File: src/design/awui_pkg.sv
// Shared types, constants and decode functions for the weight unquantize/infill block.
package awui_pkg;

   // Store geometry
   localparam int MAX_GRID_WEIGHTS = 144;
   localparam int PLANE_COUNT      = 2;
   localparam int STORE_DEPTH      = PLANE_COUNT * MAX_GRID_WEIGHTS;
   localparam int STORE_AW         = (STORE_DEPTH > 1) ? $clog2(STORE_DEPTH) : 1;
   localparam int WEIGHT_W         = 7;

   localparam logic       PLANE1_OK  = (PLANE_COUNT > 1);
   localparam logic [8:0] GRID_LIMIT = 9'(MAX_GRID_WEIGHTS);

   // Request command codes
   localparam logic CMD_LOAD  = 1'b0;
   localparam logic CMD_QUERY = 1'b1;

   // Encoding kinds
   localparam logic [1:0] ENC_BITS  = 2'd0;
   localparam logic [1:0] ENC_TRIT  = 2'd1;
   localparam logic [1:0] ENC_QUINT = 2'd2;

   // Register indexes
   typedef enum logic [1:0] {
      REG_GRID_WIDTH,
      REG_GRID_HEIGHT,
      REG_BLOCK_WIDTH,
      REG_BLOCK_HEIGHT
   } csr_reg_type;

   localparam logic [3:0] SIZE_RESET = 4'd4;
   localparam logic [3:0] GRID_MIN   = 4'd2;
   localparam logic [3:0] GRID_MAX   = 4'd12;
   localparam logic [3:0] BLOCK_MIN  = 4'd4;
   localparam logic [3:0] BLOCK_MAX  = 4'd12;

   // Fixed-point rounding terms
   localparam logic [13:0] GRID_ROUND   = 14'd32;
   localparam logic [7:0]  FRAC_ROUND   = 8'd8;
   localparam logic [4:0]  WEIGHT_ONE   = 5'd16;
   localparam logic [10:0] RESULT_ROUND = 11'd8;
   localparam logic [10:0] ACC_MAX      = 11'd1024;
   localparam int          FIX_ONE      = 1024;

   // Texel-to-grid step per block size n: (1024 + n/2) / (n - 1)
   localparam logic [8:0] STEP_TABLE [16] = '{
      9'd0, 9'd0, 9'd0, 9'd0,
      9'((FIX_ONE + 4 / 2) / (4 - 1)),
      9'((FIX_ONE + 5 / 2) / (5 - 1)),
      9'((FIX_ONE + 6 / 2) / (6 - 1)),
      9'((FIX_ONE + 7 / 2) / (7 - 1)),
      9'((FIX_ONE + 8 / 2) / (8 - 1)),
      9'((FIX_ONE + 9 / 2) / (9 - 1)),
      9'((FIX_ONE + 10 / 2) / (10 - 1)),
      9'((FIX_ONE + 11 / 2) / (11 - 1)),
      9'((FIX_ONE + 12 / 2) / (12 - 1)),
      9'd0, 9'd0, 9'd0
   };

   localparam logic [5:0] TRIT_PLAIN  [3] = '{6'd0, 6'd32, 6'd63};
   localparam logic [5:0] QUINT_PLAIN [5] = '{6'd0, 6'd16, 6'd32, 6'd47, 6'd63};

   // Neighbor select for the four infill reads
   typedef enum logic [1:0] {
      NB_00,
      NB_01,
      NB_10,
      NB_11
   } nb_sel_type;

   // Controller to datapath commands
   typedef struct packed {
      logic       capture;
      logic       load_write;
      logic       map_pos;
      logic       map_wgt;
      logic       rd_issue;
      nb_sel_type rd_sel;
      logic       acc_clear;
      logic       acc_en;
      logic       out_load;
   } awui_cmd_type;

   function automatic logic [3:0] clamp4(logic [3:0] v, logic [3:0] lo, logic [3:0] hi);
      logic [3:0] r;
      r = (v < lo) ? lo : ((v > hi) ? hi : v);
      return r;
   endfunction

   function automatic logic [STORE_AW-1:0] store_addr(logic plane, logic [7:0] idx);
      logic [STORE_AW-1:0] r;
      r = plane ? STORE_AW'(MAX_GRID_WEIGHTS) + STORE_AW'(idx) : STORE_AW'(idx);
      return r;
   endfunction

   // Fill 6 bits by repeating the count-bit pattern from the top down
   function automatic logic [5:0] replicate6(logic [4:0] bits, logic [2:0] count);
      logic [5:0] r;
      case (count)
         3'd1:    r = {6{bits[0]}};
         3'd2:    r = {3{bits[1:0]}};
         3'd3:    r = {2{bits[2:0]}};
         3'd4:    r = {bits[3:0], bits[3:2]};
         3'd5:    r = {bits[4:0], bits[4]};
         default: r = 6'd0;
      endcase
      return r;
   endfunction

   function automatic logic [WEIGHT_W-1:0] unquantize(logic [1:0] kind, logic [2:0] count_raw,
                                                      logic [4:0] bits_raw, logic [2:0] digit);
      logic [2:0] count;
      logic [4:0] bits;
      logic [6:0] a;
      logic [6:0] b;
      logic [5:0] c;
      logic [2:0] d;
      logic [8:0] prod;
      logic [6:0] mixed;
      logic [5:0] r;
      logic       direct;
      count  = (count_raw > 3'd5) ? 3'd5 : count_raw;
      bits   = bits_raw & ((5'd1 << count) - 5'd1);
      a      = bits[0] ? 7'h7F : 7'h00;
      b      = 7'd0;
      c      = 6'd0;
      d      = 3'd0;
      r      = 6'd0;
      direct = 1'b0;
      case (kind)
         ENC_BITS: begin
            r      = replicate6(bits, count);
            direct = 1'b1;
         end
         ENC_TRIT: begin
            d = (digit > 3'd2) ? 3'd2 : digit;
            case (count)
               3'd0: begin
                  r      = TRIT_PLAIN[d[1:0]];
                  direct = 1'b1;
               end
               3'd1: c = 6'd50;
               3'd2: begin
                  c = 6'd23;
                  b = {bits[1], 3'b000, bits[1], 1'b0, bits[1]};
               end
               3'd3: begin
                  c = 6'd11;
                  b = {bits[2:1], 3'b000, bits[2:1]};
               end
               default: c = 6'd0;
            endcase
         end
         ENC_QUINT: begin
            d = (digit > 3'd4) ? 3'd4 : digit;
            case (count)
               3'd0: begin
                  r      = QUINT_PLAIN[d];
                  direct = 1'b1;
               end
               3'd1: c = 6'd28;
               3'd2: begin
                  c = 6'd13;
                  b = {bits[1], 4'b0000, bits[1], 1'b0};
               end
               default: c = 6'd0;
            endcase
         end
         default: begin
            // unsupported kind: zero digit, zero multiplier, zero offset
            if (count == 3'd0) begin
               direct = 1'b1;
            end
         end
      endcase
      if (!direct) begin
         prod  = 9'(d) * 9'(c) + 9'(b);
         mixed = prod[6:0] ^ a;
         r     = {a[5], mixed[6:2]};
      end
      return (r > 6'd32) ? WEIGHT_W'(r) + WEIGHT_W'(1) : WEIGHT_W'(r);
   endfunction

endpackage

File: src/design/awui_ram.sv
// Generic single-write, single-read RAM with registered read data.
module awui_ram #(
   parameter  int WIDTH = 8,
   parameter  int DEPTH = 16,
   localparam int AW    = (DEPTH > 1) ? $clog2(DEPTH) : 1
) (
   input  logic             clock,
   input  logic             wr_en,
   input  logic [AW-1:0]    wr_addr,
   input  logic [WIDTH-1:0] wr_data,
   input  logic             rd_en,
   input  logic [AW-1:0]    rd_addr,
   output logic [WIDTH-1:0] rd_data
);

   logic [WIDTH-1:0] mem [DEPTH];
   logic [WIDTH-1:0] rd_data_ff;

   always_ff @(posedge clock) begin
      if (wr_en) begin
         mem[wr_addr] <= wr_data;
      end
      if (rd_en) begin
         rd_data_ff <= mem[rd_addr];
      end
   end

   assign rd_data = rd_data_ff;

endmodule

File: src/design/awui_dp.sv
// Datapath: unquantize and store weights, map texels to the grid, accumulate the infill.
module awui_dp import awui_pkg::*; (
   input  logic                clock,
   input  logic                reset,
   input  awui_cmd_type        cmd,
   input  logic [3:0]          grid_width,
   input  logic [3:0]          grid_height,
   input  logic [3:0]          block_width,
   input  logic [3:0]          block_height,
   input  logic [7:0]          req_grid_index,
   input  logic                req_plane,
   input  logic [1:0]          req_encoding_kind,
   input  logic [2:0]          req_base_bit_count,
   input  logic [4:0]          req_base_bit_value,
   input  logic [2:0]          req_tq_digit,
   input  logic [3:0]          req_texel_s,
   input  logic [3:0]          req_texel_t,
   output logic [WEIGHT_W-1:0] rsp_texel_weight
);

   logic [3:0] gw_c, gh_c, bw_c, bh_c;
   logic [3:0] s_last, t_last, s_c, t_c;
   logic [12:0] ps_full, pt_full;
   logic [13:0] gs_full, gt_full;
   logic [7:0]  w11_full;
   logic [7:0]  v0_full;
   logic [3:0]  fs, ft, js, jt;
   logic [4:0]  w00, w01, w10, w11;
   logic [8:0]  nb_idx;
   logic [4:0]  nb_w;
   logic        in_store;
   logic [11:0] product;

   logic                plane_ff;
   logic [10:0]         ps_ff, pt_ff;
   logic [7:0]          gs_ff, gt_ff;
   logic [3:0]          w11_ff;
   logic [7:0]          v0_ff;
   logic                use_ff;
   logic [4:0]          wsel_ff;
   logic [10:0]         acc_ff;
   logic [10:0]         acc_round;
   logic [WEIGHT_W-1:0] result_ff;

   logic                wr_en;
   logic [STORE_AW-1:0] wr_addr;
   logic [WEIGHT_W-1:0] wr_data;
   logic                rd_en;
   logic [STORE_AW-1:0] rd_addr;
   logic [WEIGHT_W-1:0] rd_data;

   assign gw_c = clamp4(grid_width, GRID_MIN, GRID_MAX);
   assign gh_c = clamp4(grid_height, GRID_MIN, GRID_MAX);
   assign bw_c = clamp4(block_width, BLOCK_MIN, BLOCK_MAX);
   assign bh_c = clamp4(block_height, BLOCK_MIN, BLOCK_MAX);

   // Texel position times step, taken straight from the request
   assign s_last  = bw_c - 4'd1;
   assign t_last  = bh_c - 4'd1;
   assign s_c     = (req_texel_s > s_last) ? s_last : req_texel_s;
   assign t_c     = (req_texel_t > t_last) ? t_last : req_texel_t;
   assign ps_full = 13'(STEP_TABLE[bw_c]) * 13'(s_c);
   assign pt_full = 13'(STEP_TABLE[bh_c]) * 13'(t_c);

   // Grid position in 1/16 units
   assign gs_full = 14'(ps_ff) * 14'(gw_c - 4'd1) + GRID_ROUND;
   assign gt_full = 14'(pt_ff) * 14'(gh_c - 4'd1) + GRID_ROUND;

   assign fs = gs_ff[3:0];
   assign js = gs_ff[7:4];
   assign ft = gt_ff[3:0];
   assign jt = gt_ff[7:4];

   assign w11_full = 8'(fs) * 8'(ft) + FRAC_ROUND;
   assign v0_full  = 8'(jt) * 8'(gw_c) + 8'(js);

   assign w11 = 5'(w11_ff);
   assign w01 = 5'(fs) - w11;
   assign w10 = 5'(ft) - w11;
   assign w00 = WEIGHT_ONE - 5'(fs) - 5'(ft) + w11;

   always_comb begin
      case (cmd.rd_sel)
         NB_00: begin
            nb_idx = 9'(v0_ff);
            nb_w   = w00;
         end
         NB_01: begin
            nb_idx = 9'(v0_ff) + 9'd1;
            nb_w   = w01;
         end
         NB_10: begin
            nb_idx = 9'(v0_ff) + 9'(gw_c);
            nb_w   = w10;
         end
         default: begin
            nb_idx = 9'(v0_ff) + 9'(gw_c) + 9'd1;
            nb_w   = w11;
         end
      endcase
   end

   assign in_store = nb_idx < GRID_LIMIT;
   assign rd_en    = cmd.rd_issue;
   assign rd_addr  = in_store ? store_addr(plane_ff, nb_idx[7:0]) : '0;

   assign wr_en   = cmd.load_write && (9'(req_grid_index) < GRID_LIMIT)
                    && (!req_plane || PLANE1_OK);
   assign wr_addr = store_addr(req_plane, req_grid_index);
   assign wr_data = unquantize(req_encoding_kind, req_base_bit_count,
                               req_base_bit_value, req_tq_digit);

   // Skip neighbors with zero factor or outside the store
   assign product   = use_ff ? 12'(rd_data) * 12'(wsel_ff) : 12'd0;
   assign acc_round = acc_ff + RESULT_ROUND;

   always_ff @(posedge clock) begin
      if (cmd.capture) begin
         plane_ff <= req_plane && PLANE1_OK;
         ps_ff    <= ps_full[10:0];
         pt_ff    <= pt_full[10:0];
      end
      if (cmd.map_pos) begin
         gs_ff <= gs_full[13:6];
         gt_ff <= gt_full[13:6];
      end
      if (cmd.map_wgt) begin
         w11_ff <= w11_full[7:4];
         v0_ff  <= v0_full;
      end
      if (cmd.rd_issue) begin
         use_ff  <= in_store && (nb_w != 5'd0);
         wsel_ff <= nb_w;
      end
      if (cmd.acc_clear) begin
         acc_ff <= 11'd0;
      end else if (cmd.acc_en) begin
         acc_ff <= acc_ff + product[10:0];
      end
      if (cmd.out_load) begin
         result_ff <= acc_round[10:4];
      end
   end

   assign rsp_texel_weight = result_ff;

   awui_ram #(
      .WIDTH (WEIGHT_W),
      .DEPTH (STORE_DEPTH)
   ) u_store (
      .clock   (clock),
      .wr_en   (wr_en),
      .wr_addr (wr_addr),
      .wr_data (wr_data),
      .rd_en   (rd_en),
      .rd_addr (rd_addr),
      .rd_data (rd_data)
   );

   a_acc_bound: assert property (@(posedge clock) disable iff (reset)
      cmd.out_load |-> acc_ff <= ACC_MAX)
      else $error("infill sum above full weight");

   a_result_bound: assert property (@(posedge clock) disable iff (reset)
      cmd.out_load |=> rsp_texel_weight <= 7'd64)
      else $error("texel weight out of range");

   a_write_addr: assert property (@(posedge clock) disable iff (reset)
      wr_en |-> 32'(wr_addr) < STORE_DEPTH)
      else $error("store write address out of range");

   a_read_addr: assert property (@(posedge clock) disable iff (reset)
      rd_en |-> 32'(rd_addr) < STORE_DEPTH)
      else $error("store read address out of range");

endmodule

File: src/design/awui_ctrl.sv
// Controller: request handshake, query sequencing and result register control.
module awui_ctrl import awui_pkg::*; (
   input  logic         clock,
   input  logic         reset,
   input  logic         req_valid,
   input  logic         req_command,
   output logic         req_ready,
   output logic         rsp_valid,
   input  logic         rsp_ready,
   output awui_cmd_type cmd
);

   typedef enum logic [3:0] {
      S_IDLE,
      S_POS,
      S_WGT,
      S_RD0,
      S_RD1,
      S_RD2,
      S_RD3,
      S_LAST,
      S_OUT
   } state_type;

   state_type state_ff, state_in;
   logic      rsp_valid_ff, rsp_valid_in;

   always_comb begin
      cmd       = '0;
      cmd.rd_sel = NB_00;
      state_in  = state_ff;
      req_ready = 1'b0;
      unique case (state_ff)
         S_IDLE: begin
            req_ready = 1'b1;
            if (req_valid) begin
               if (req_command == CMD_QUERY) begin
                  cmd.capture = 1'b1;
                  state_in    = S_POS;
               end else begin
                  cmd.load_write = 1'b1;
               end
            end
         end
         S_POS: begin
            cmd.map_pos = 1'b1;
            state_in    = S_WGT;
         end
         S_WGT: begin
            cmd.map_wgt = 1'b1;
            state_in    = S_RD0;
         end
         S_RD0: begin
            cmd.rd_issue  = 1'b1;
            cmd.rd_sel    = NB_00;
            cmd.acc_clear = 1'b1;
            state_in      = S_RD1;
         end
         S_RD1: begin
            cmd.rd_issue = 1'b1;
            cmd.rd_sel   = NB_01;
            cmd.acc_en   = 1'b1;
            state_in     = S_RD2;
         end
         S_RD2: begin
            cmd.rd_issue = 1'b1;
            cmd.rd_sel   = NB_10;
            cmd.acc_en   = 1'b1;
            state_in     = S_RD3;
         end
         S_RD3: begin
            cmd.rd_issue = 1'b1;
            cmd.rd_sel   = NB_11;
            cmd.acc_en   = 1'b1;
            state_in     = S_LAST;
         end
         S_LAST: begin
            cmd.acc_en = 1'b1;
            state_in   = S_OUT;
         end
         S_OUT: begin
            // hold until the result register is free
            if (!rsp_valid_ff || rsp_ready) begin
               cmd.out_load = 1'b1;
               state_in     = S_IDLE;
            end
         end
         default: state_in = S_IDLE;
      endcase
   end

   always_comb begin
      if (cmd.out_load) begin
         rsp_valid_in = 1'b1;
      end else if (rsp_ready) begin
         rsp_valid_in = 1'b0;
      end else begin
         rsp_valid_in = rsp_valid_ff;
      end
   end

   always_ff @(posedge clock) begin
      if (reset) begin
         state_ff     <= S_IDLE;
         rsp_valid_ff <= 1'b0;
      end else begin
         state_ff     <= state_in;
         rsp_valid_ff <= rsp_valid_in;
      end
   end

   assign rsp_valid = rsp_valid_ff;

   a_load_stays_idle: assert property (@(posedge clock) disable iff (reset)
      (req_valid && req_ready && req_command == CMD_LOAD) |=> state_ff == S_IDLE)
      else $error("load request left idle");

   a_query_reaches_out: assert property (@(posedge clock) disable iff (reset)
      (req_valid && req_ready && req_command == CMD_QUERY) |-> ##8 state_ff == S_OUT)
      else $error("query sequence length wrong");

   a_rsp_from_out: assert property (@(posedge clock) disable iff (reset)
      $rose(rsp_valid) |-> $past(state_ff == S_OUT))
      else $error("response raised outside result stage");

   a_acc_exclusive: assert property (@(posedge clock) disable iff (reset)
      !(cmd.acc_clear && cmd.acc_en))
      else $error("accumulator cleared and advanced together");

endmodule

File: src/design/astc_weight_unquantize_infill.sv
// Top level: weight store unquantize on load, bilinear weight infill on query.
//
// Requests arrive on req_* (valid/ready). req_command selects a load, which
// unquantizes one trit, quint or plain-bit weight to 0..64 and writes it into
// the weight store at (req_plane, req_grid_index), or a query, which returns
// the infilled weight of texel (req_texel_s, req_texel_t) on rsp_texel_weight.
// Loads produce no response and are taken one per cycle while no query is
// in progress; the write happens at the accept edge. A query holds the request
// port from its accept edge through grid mapping, four reads of the weight
// store, a drain of the last read and the load of the result register, so no
// new request is taken mid-query. rsp_valid rises as the result register loads.
// The result register parts the two sides: while a response waits, the next
// request is accepted and worked on, and a query only holds in its final stage
// until the waiting response is taken.
// Grid and block sizes come from the csr_* write port and must only be
// changed while the block is idle. Reset clears the controller, drops
// rsp_valid and sets all sizes to 4; store entries are undefined until loaded.
module astc_weight_unquantize_infill import awui_pkg::*; (
   input  logic                clock,
   input  logic                reset,
   input  logic                req_valid,
   output logic                req_ready,
   input  logic                req_command,
   input  logic [7:0]          req_grid_index,
   input  logic                req_plane,
   input  logic [1:0]          req_encoding_kind,
   input  logic [2:0]          req_base_bit_count,
   input  logic [4:0]          req_base_bit_value,
   input  logic [2:0]          req_tq_digit,
   input  logic [3:0]          req_texel_s,
   input  logic [3:0]          req_texel_t,
   output logic                rsp_valid,
   input  logic                rsp_ready,
   output logic [WEIGHT_W-1:0] rsp_texel_weight,
   input  logic                csr_write_enable,
   input  logic [1:0]          csr_index,
   input  logic [3:0]          csr_write_data
);

   logic [3:0]   grid_width_ff, grid_height_ff, block_width_ff, block_height_ff;
   awui_cmd_type cmd;

   always_ff @(posedge clock) begin
      if (reset) begin
         grid_width_ff   <= SIZE_RESET;
         grid_height_ff  <= SIZE_RESET;
         block_width_ff  <= SIZE_RESET;
         block_height_ff <= SIZE_RESET;
      end else if (csr_write_enable) begin
         unique case (csr_reg_type'(csr_index))
            REG_GRID_WIDTH:   grid_width_ff   <= csr_write_data;
            REG_GRID_HEIGHT:  grid_height_ff  <= csr_write_data;
            REG_BLOCK_WIDTH:  block_width_ff  <= csr_write_data;
            REG_BLOCK_HEIGHT: block_height_ff <= csr_write_data;
         endcase
      end
   end

   awui_ctrl u_ctrl (
      .clock       (clock),
      .reset       (reset),
      .req_valid   (req_valid),
      .req_command (req_command),
      .req_ready   (req_ready),
      .rsp_valid   (rsp_valid),
      .rsp_ready   (rsp_ready),
      .cmd         (cmd)
   );

   awui_dp u_dp (
      .clock              (clock),
      .reset              (reset),
      .cmd                (cmd),
      .grid_width         (grid_width_ff),
      .grid_height        (grid_height_ff),
      .block_width        (block_width_ff),
      .block_height       (block_height_ff),
      .req_grid_index     (req_grid_index),
      .req_plane          (req_plane),
      .req_encoding_kind  (req_encoding_kind),
      .req_base_bit_count (req_base_bit_count),
      .req_base_bit_value (req_base_bit_value),
      .req_tq_digit       (req_tq_digit),
      .req_texel_s        (req_texel_s),
      .req_texel_t        (req_texel_t),
      .rsp_texel_weight   (rsp_texel_weight)
   );

endmodule
File: config.mk
export PLATFORM = sky130hd
export DESIGN_NAME = astc_weight_unquantize_infill
export DESIGN_NICKNAME = d
export VERILOG_FILES = /design/src/design/awui_pkg.sv /design/src/design/awui_ram.sv /design/src/design/awui_dp.sv /design/src/design/awui_ctrl.sv /design/src/design/astc_weight_unquantize_infill.sv
export SDC_FILE = /design/constraint.sdc
export NUM_CORES = 2
export LEC_CHECK = 0
export ABC_CLOCK_PERIOD_IN_PS = 21400
export BUFFER_PORTS_ARGS = -buffer_cell sky130_fd_sc_hd__buf_2
export CAP_MARGIN = 20
export CORE_ASPECT_RATIO = 1.5
export CORE_MARGIN = 2
export CORE_UTILIZATION = 25
export CTS_BUF_LIST = sky130_fd_sc_hd__clkbuf_8
export DETAILED_ROUTE_END_ITERATION = 7
export PLACE_DENSITY = 0.46
export REMOVE_ABC_BUFFERS = 1
export SYNTH_ARGS = -nofsm -noshare
export SYNTH_HDL_FRONTEND = slang
export SYNTH_HIERARCHICAL = 1
export SYNTH_SLANG_ARGS = --single-unit
File: constraint.sdc
create_clock -name clock -period 21.4 [get_ports clock]
set_input_delay 1.07 -clock clock [delete_from_list [all_inputs] [get_ports clock]]
set_output_delay 1.07 -clock clock [all_outputs]
set_load 0.02 [all_outputs]
==> Flow_metrics.wiki <==
{| class="wikitable"
! Metric !! Value
|-
| Largest buffer count on any clock path || 4
|-
| Die Span Y || 754 µm
|-
| Post-layout minimum cycle time || 9960 ps
|-
| Flip-flop cell with the highest count after synthesis || edfxtp_1
|-
| Largest family of logic cells by synthesized area || multiplexers
|-
| Area of the placeable core || 374,000 µm²
|-
| Launch instance of the worst min-delay path || req_command
|-
| Maximum number of pins on one net before global-route repair || 219
|-
| IR drop worst, VDD || 72.0 µV
|-
| Share of flip-flops with an asynchronous set or reset after synthesis || 0%
|-
| Total setup buffers inserted after CTS || 0
|-
| Initial core utilization || 25.1%
|-
| Share of the yosys chip area belonging to registers || 67.6%
|-
| Crit end category || register
|-
| Slew margin rel. || 22.5%
|-
| Vias in the first global route || 54,240
|-
| Detailed Route WL || 287,000 µm
|-
| Die ar. || 380,000 µm²
|-
| Power dissipated by switching net loads || 3.89 mW
|-
| Final setup violating endpoints || 0
|-
| Number of antenna violations at the first check in global routing || 20
|-
| Count of final max-slew check failures || 0
|-
| Synthesized-area fraction occupied by xor and xnor cells || 1.01%
|-
| CP Data Required Time || 22,160 ps
|-
| Std-Cell Rows || 275
|-
| Number of antenna-violating nets in the routed design || 0
|-
| Num ports || 51
|-
| Clock tree from TritonCTS || yes
|-
| Power consumption || 11.6 mW
|-
| Start point of the critical path || grid_width_ff[2]
|-
| Cts hold-fix bufs || 0
|-
| Number of vias per cell after detailed routing || 4.65
|-
| Worst-case setup margin in the final layout || 11,440 ps
|-
| Number of unique standard cell types used by synthesis || 107
|-
| Final non-filler cell total || 10,943
|-
| Highest cell delay on the worst timing path || 910 ps
|-
| Worst Setup Path Type || reg -> reg
|-
| CP Buf/Inv Count || 6
|-
| Maximum net fanout on the critical path || 74
|-
| Violation count after the first detailed-route iteration || 4,289
|-
| Power share of the combinational group || 29.4%
|-
| Complex-gate fraction of the synthesized area || 3.82%
|-
| Most area-hungry cell type in the Yosys netlist || edfxtp_1
|-
| Post-synthesis mux area share || 13.9%
|-
| Gr ovfl total || 0
|-
| Clk sink count || 2,119
|-
| First drt pass iteration count || 6
|-
| Half-perimeter wire length after placement || 184,000 µm
|-
| Adder-cell share of the synthesized area || 5.03%
|-
| H-tree lvl count || 5
|-
| Clk Tree Root Cell || clkbuf_8
|-
| Worst Tran Pin Value || 1160 ps
|-
| Share of synthesized cell area in and, or, nand and nor gates || 5.68%
|-
| Outcome || completed
|-
| P&R area growth vs syn || 13.0%
|-
| EDFF count, synth || 2,087
|-
| Clock edge transition at the registers on the reported setup and hold paths || 70 ps
|-
| Ys Warns || 6
|-
| Port Buffer Count || 50
|-
| Max Clock Freq || 0.100 GHz
|-
| Final design utilization || 28.3%
|-
| Gate count of the mapped netlist || 5,456
|-
| Leakage dissipation || 35.1 nW
|-
| Global-route wire length before repair || 409,000 µm
|-
| Share of the synthesized area in the top cell type || 66.9%
|-
| CP Launch Type || register
|-
| Overall die width || 504 µm
|-
| Final worst clock skew || 94.9 ps
|-
| # DRC || 0
|-
| Sequential Power Share || 42.2%
|-
| Post-synthesis register bit count || 2,119
|-
| Avg WL per Cell || 26.2 µm
|-
| Fraction of final layout cells with drive strength greater than 1 || 19.2%
|-
| Global routing usage summed across all routing layers || 14.8%
|-
| Power per unit of standard cell area || 109 nW/µm²
|-
| Slowest cell on the critical path || o21bai_1
|-
| Count of endpoints failing hold in the final timing report || 0
|-
| Arrival @ worst endpoint || 10,730 ps
|-
| Hold Slack || 411 ps
|-
| Setup repair after global routing missed its margin || false
|-
| Hold/Removal Path Class || in -> reg
|-
| Synth area leaders || edfxtp_1 (67%), mux4_2 (11%), fa_1 (2.6%)
|-
| Area after DPL || 99,800 µm²
|-
| Latest clock arrival within the worst-skew pair || 1010 ps
|-
| Post-Layout Inst Area || 106,000 µm²
|-
| CP delay by family, top || compound AO/OA/AOI/OAI gates
|-
| Clock Power Share || 28.4%
|-
| Internal Power || 7.70 mW
|-
| Setup Slack @ Placement || 11,340 ps
|-
| Final-layout setup total negative slack || 0 ps
|-
| Final period utilization || 46.6%
|-
| Number of maximum-capacitance violations || 0
|-
| Total clock buffers created by CTS || 334
|-
| GPL Wtd Cong || 0.828
|-
| Average cell area after synthesis || 17.2 µm²
|-
| Net switching share of the total power || 33.5%
|-
| Area of the mapped netlist || 93,700 µm²
|-
| Placed insts || 10,347
|-
| Number of instances resized during post-cts repair || 0
|-
| Beginning of the worst register-to-register path || grid_width_ff[2]
|-
| Final net count || 6,043
|-
| Routed via count || 50,934
|}
synthesized netlist by cell type (60+ instances only):
cell type and n:
mux2i_1 232, xnor2_1 71, nor3_1 60, nand2_1 266
fa_1 120, and2_1 73, nand3_1 69, buf_2 67
nor2_1 468, a21oi_1 123, clkbuf_1 122, edfxtp_1 2087
ha_1 183, mux4_2 469, inv_1 260
layout by cell type, fill, tap and decap left out, types with 29 or more instances in the layout:
master	n
a21oi_1	123
a22oi_1	42
and2_1	73
buf_2	50
buf_4	99
clkbuf_8	339
clkinv_1	95
clkinv_2	29
dfxtp_1	32
edfxtp_1	2087
fa_1	120
ha_1	183
inv_1	352
mux2i_1	232
mux4_2	469
nand2_1	254
nand2b_1	43
nand3_1	65
nor2_1	462
nor2b_1	45
nor3_1	52
o21ai_0	56
o221ai_1	33
o22ai_1	42
xnor2_1	69
xor2_1	31
layout make-up:
type	instances	area, µm²
clock inverter	249	1450
inverter	266	1010
timing repair buffer	163	1260
sequential	2119	63300
tap	4986	6240
clock buffer	339	4670
antenna	7	17.5
multi-input combinational	2814	28000
fill	37433	268000
layer usage:
layer  global-route usage (%)  routed length (µm)  vias to the layer above
met4                     6.34               13200                        6
met3                     2.24               13400                      489
li1                         -                   -                    21724
met2                     27.9              156000                     1490
met5                        0                  42                        -
met1                     16.3              105000                    27225
worst paths after layout:
| check | cells after the start | endpoint | slack, ps |
|---|---|---|---|
| setup / recovery | 25 | u_dp/u_store/rd_data[3] | 11440 |
| hold / removal | 3 | u_ctrl/state_ff[3] | 410 |
| setup reg to reg | 25 | u_dp/u_store/rd_data[3] | 11440 |
| hold reg to reg | 2 | u_dp/acc_ff[2] | 510 |
power groups by stage:
| stage | Sequential, mW | Clock [mW] | Combinational (mW) |
|---|---|---|---|
| after floorplan | 5.02 | 0 | 3.41 |
| after global placement | 4.97 | 0 | 3.44 |
| after detailed placement | 4.97 | 0 | 3.46 |
| after CTS | 4.89 | 3.40 | 3.48 |
| after global routing | 4.89 | 3.55 | 3.68 |
| final | 4.88 | 3.29 | 3.41 |
logic make-up after synthesis:
group	count (synthesis)
AOI/OAI and AO/OA	519
xor gates and xnor gates	105
adders and majority gates	305
buffers and inverters	541
DFF	2119
muxes	715
other	2
and+or+nand+nor	1150
state kept, by name, indices dropped and copies added, names as in the netlist, 5 cells and up:
name	count
u_dp/u_store/mem	2016
u_dp/acc_ff	11
u_dp/ps_ff	11
u_dp/pt_ff	11
u_dp/gs_ff	8
u_dp/gt_ff	8
u_dp/v0_ff	8
u_dp/rsp_texel_weight	7
u_dp/u_store/rd_data	7
u_dp/wsel_ff	5
tightest hold or removal path, stage by stage:
cell	delay (ps)
buf_2	110
a21boi_2	60
nor3_1	110
Power figures use the tool's default switching activity.
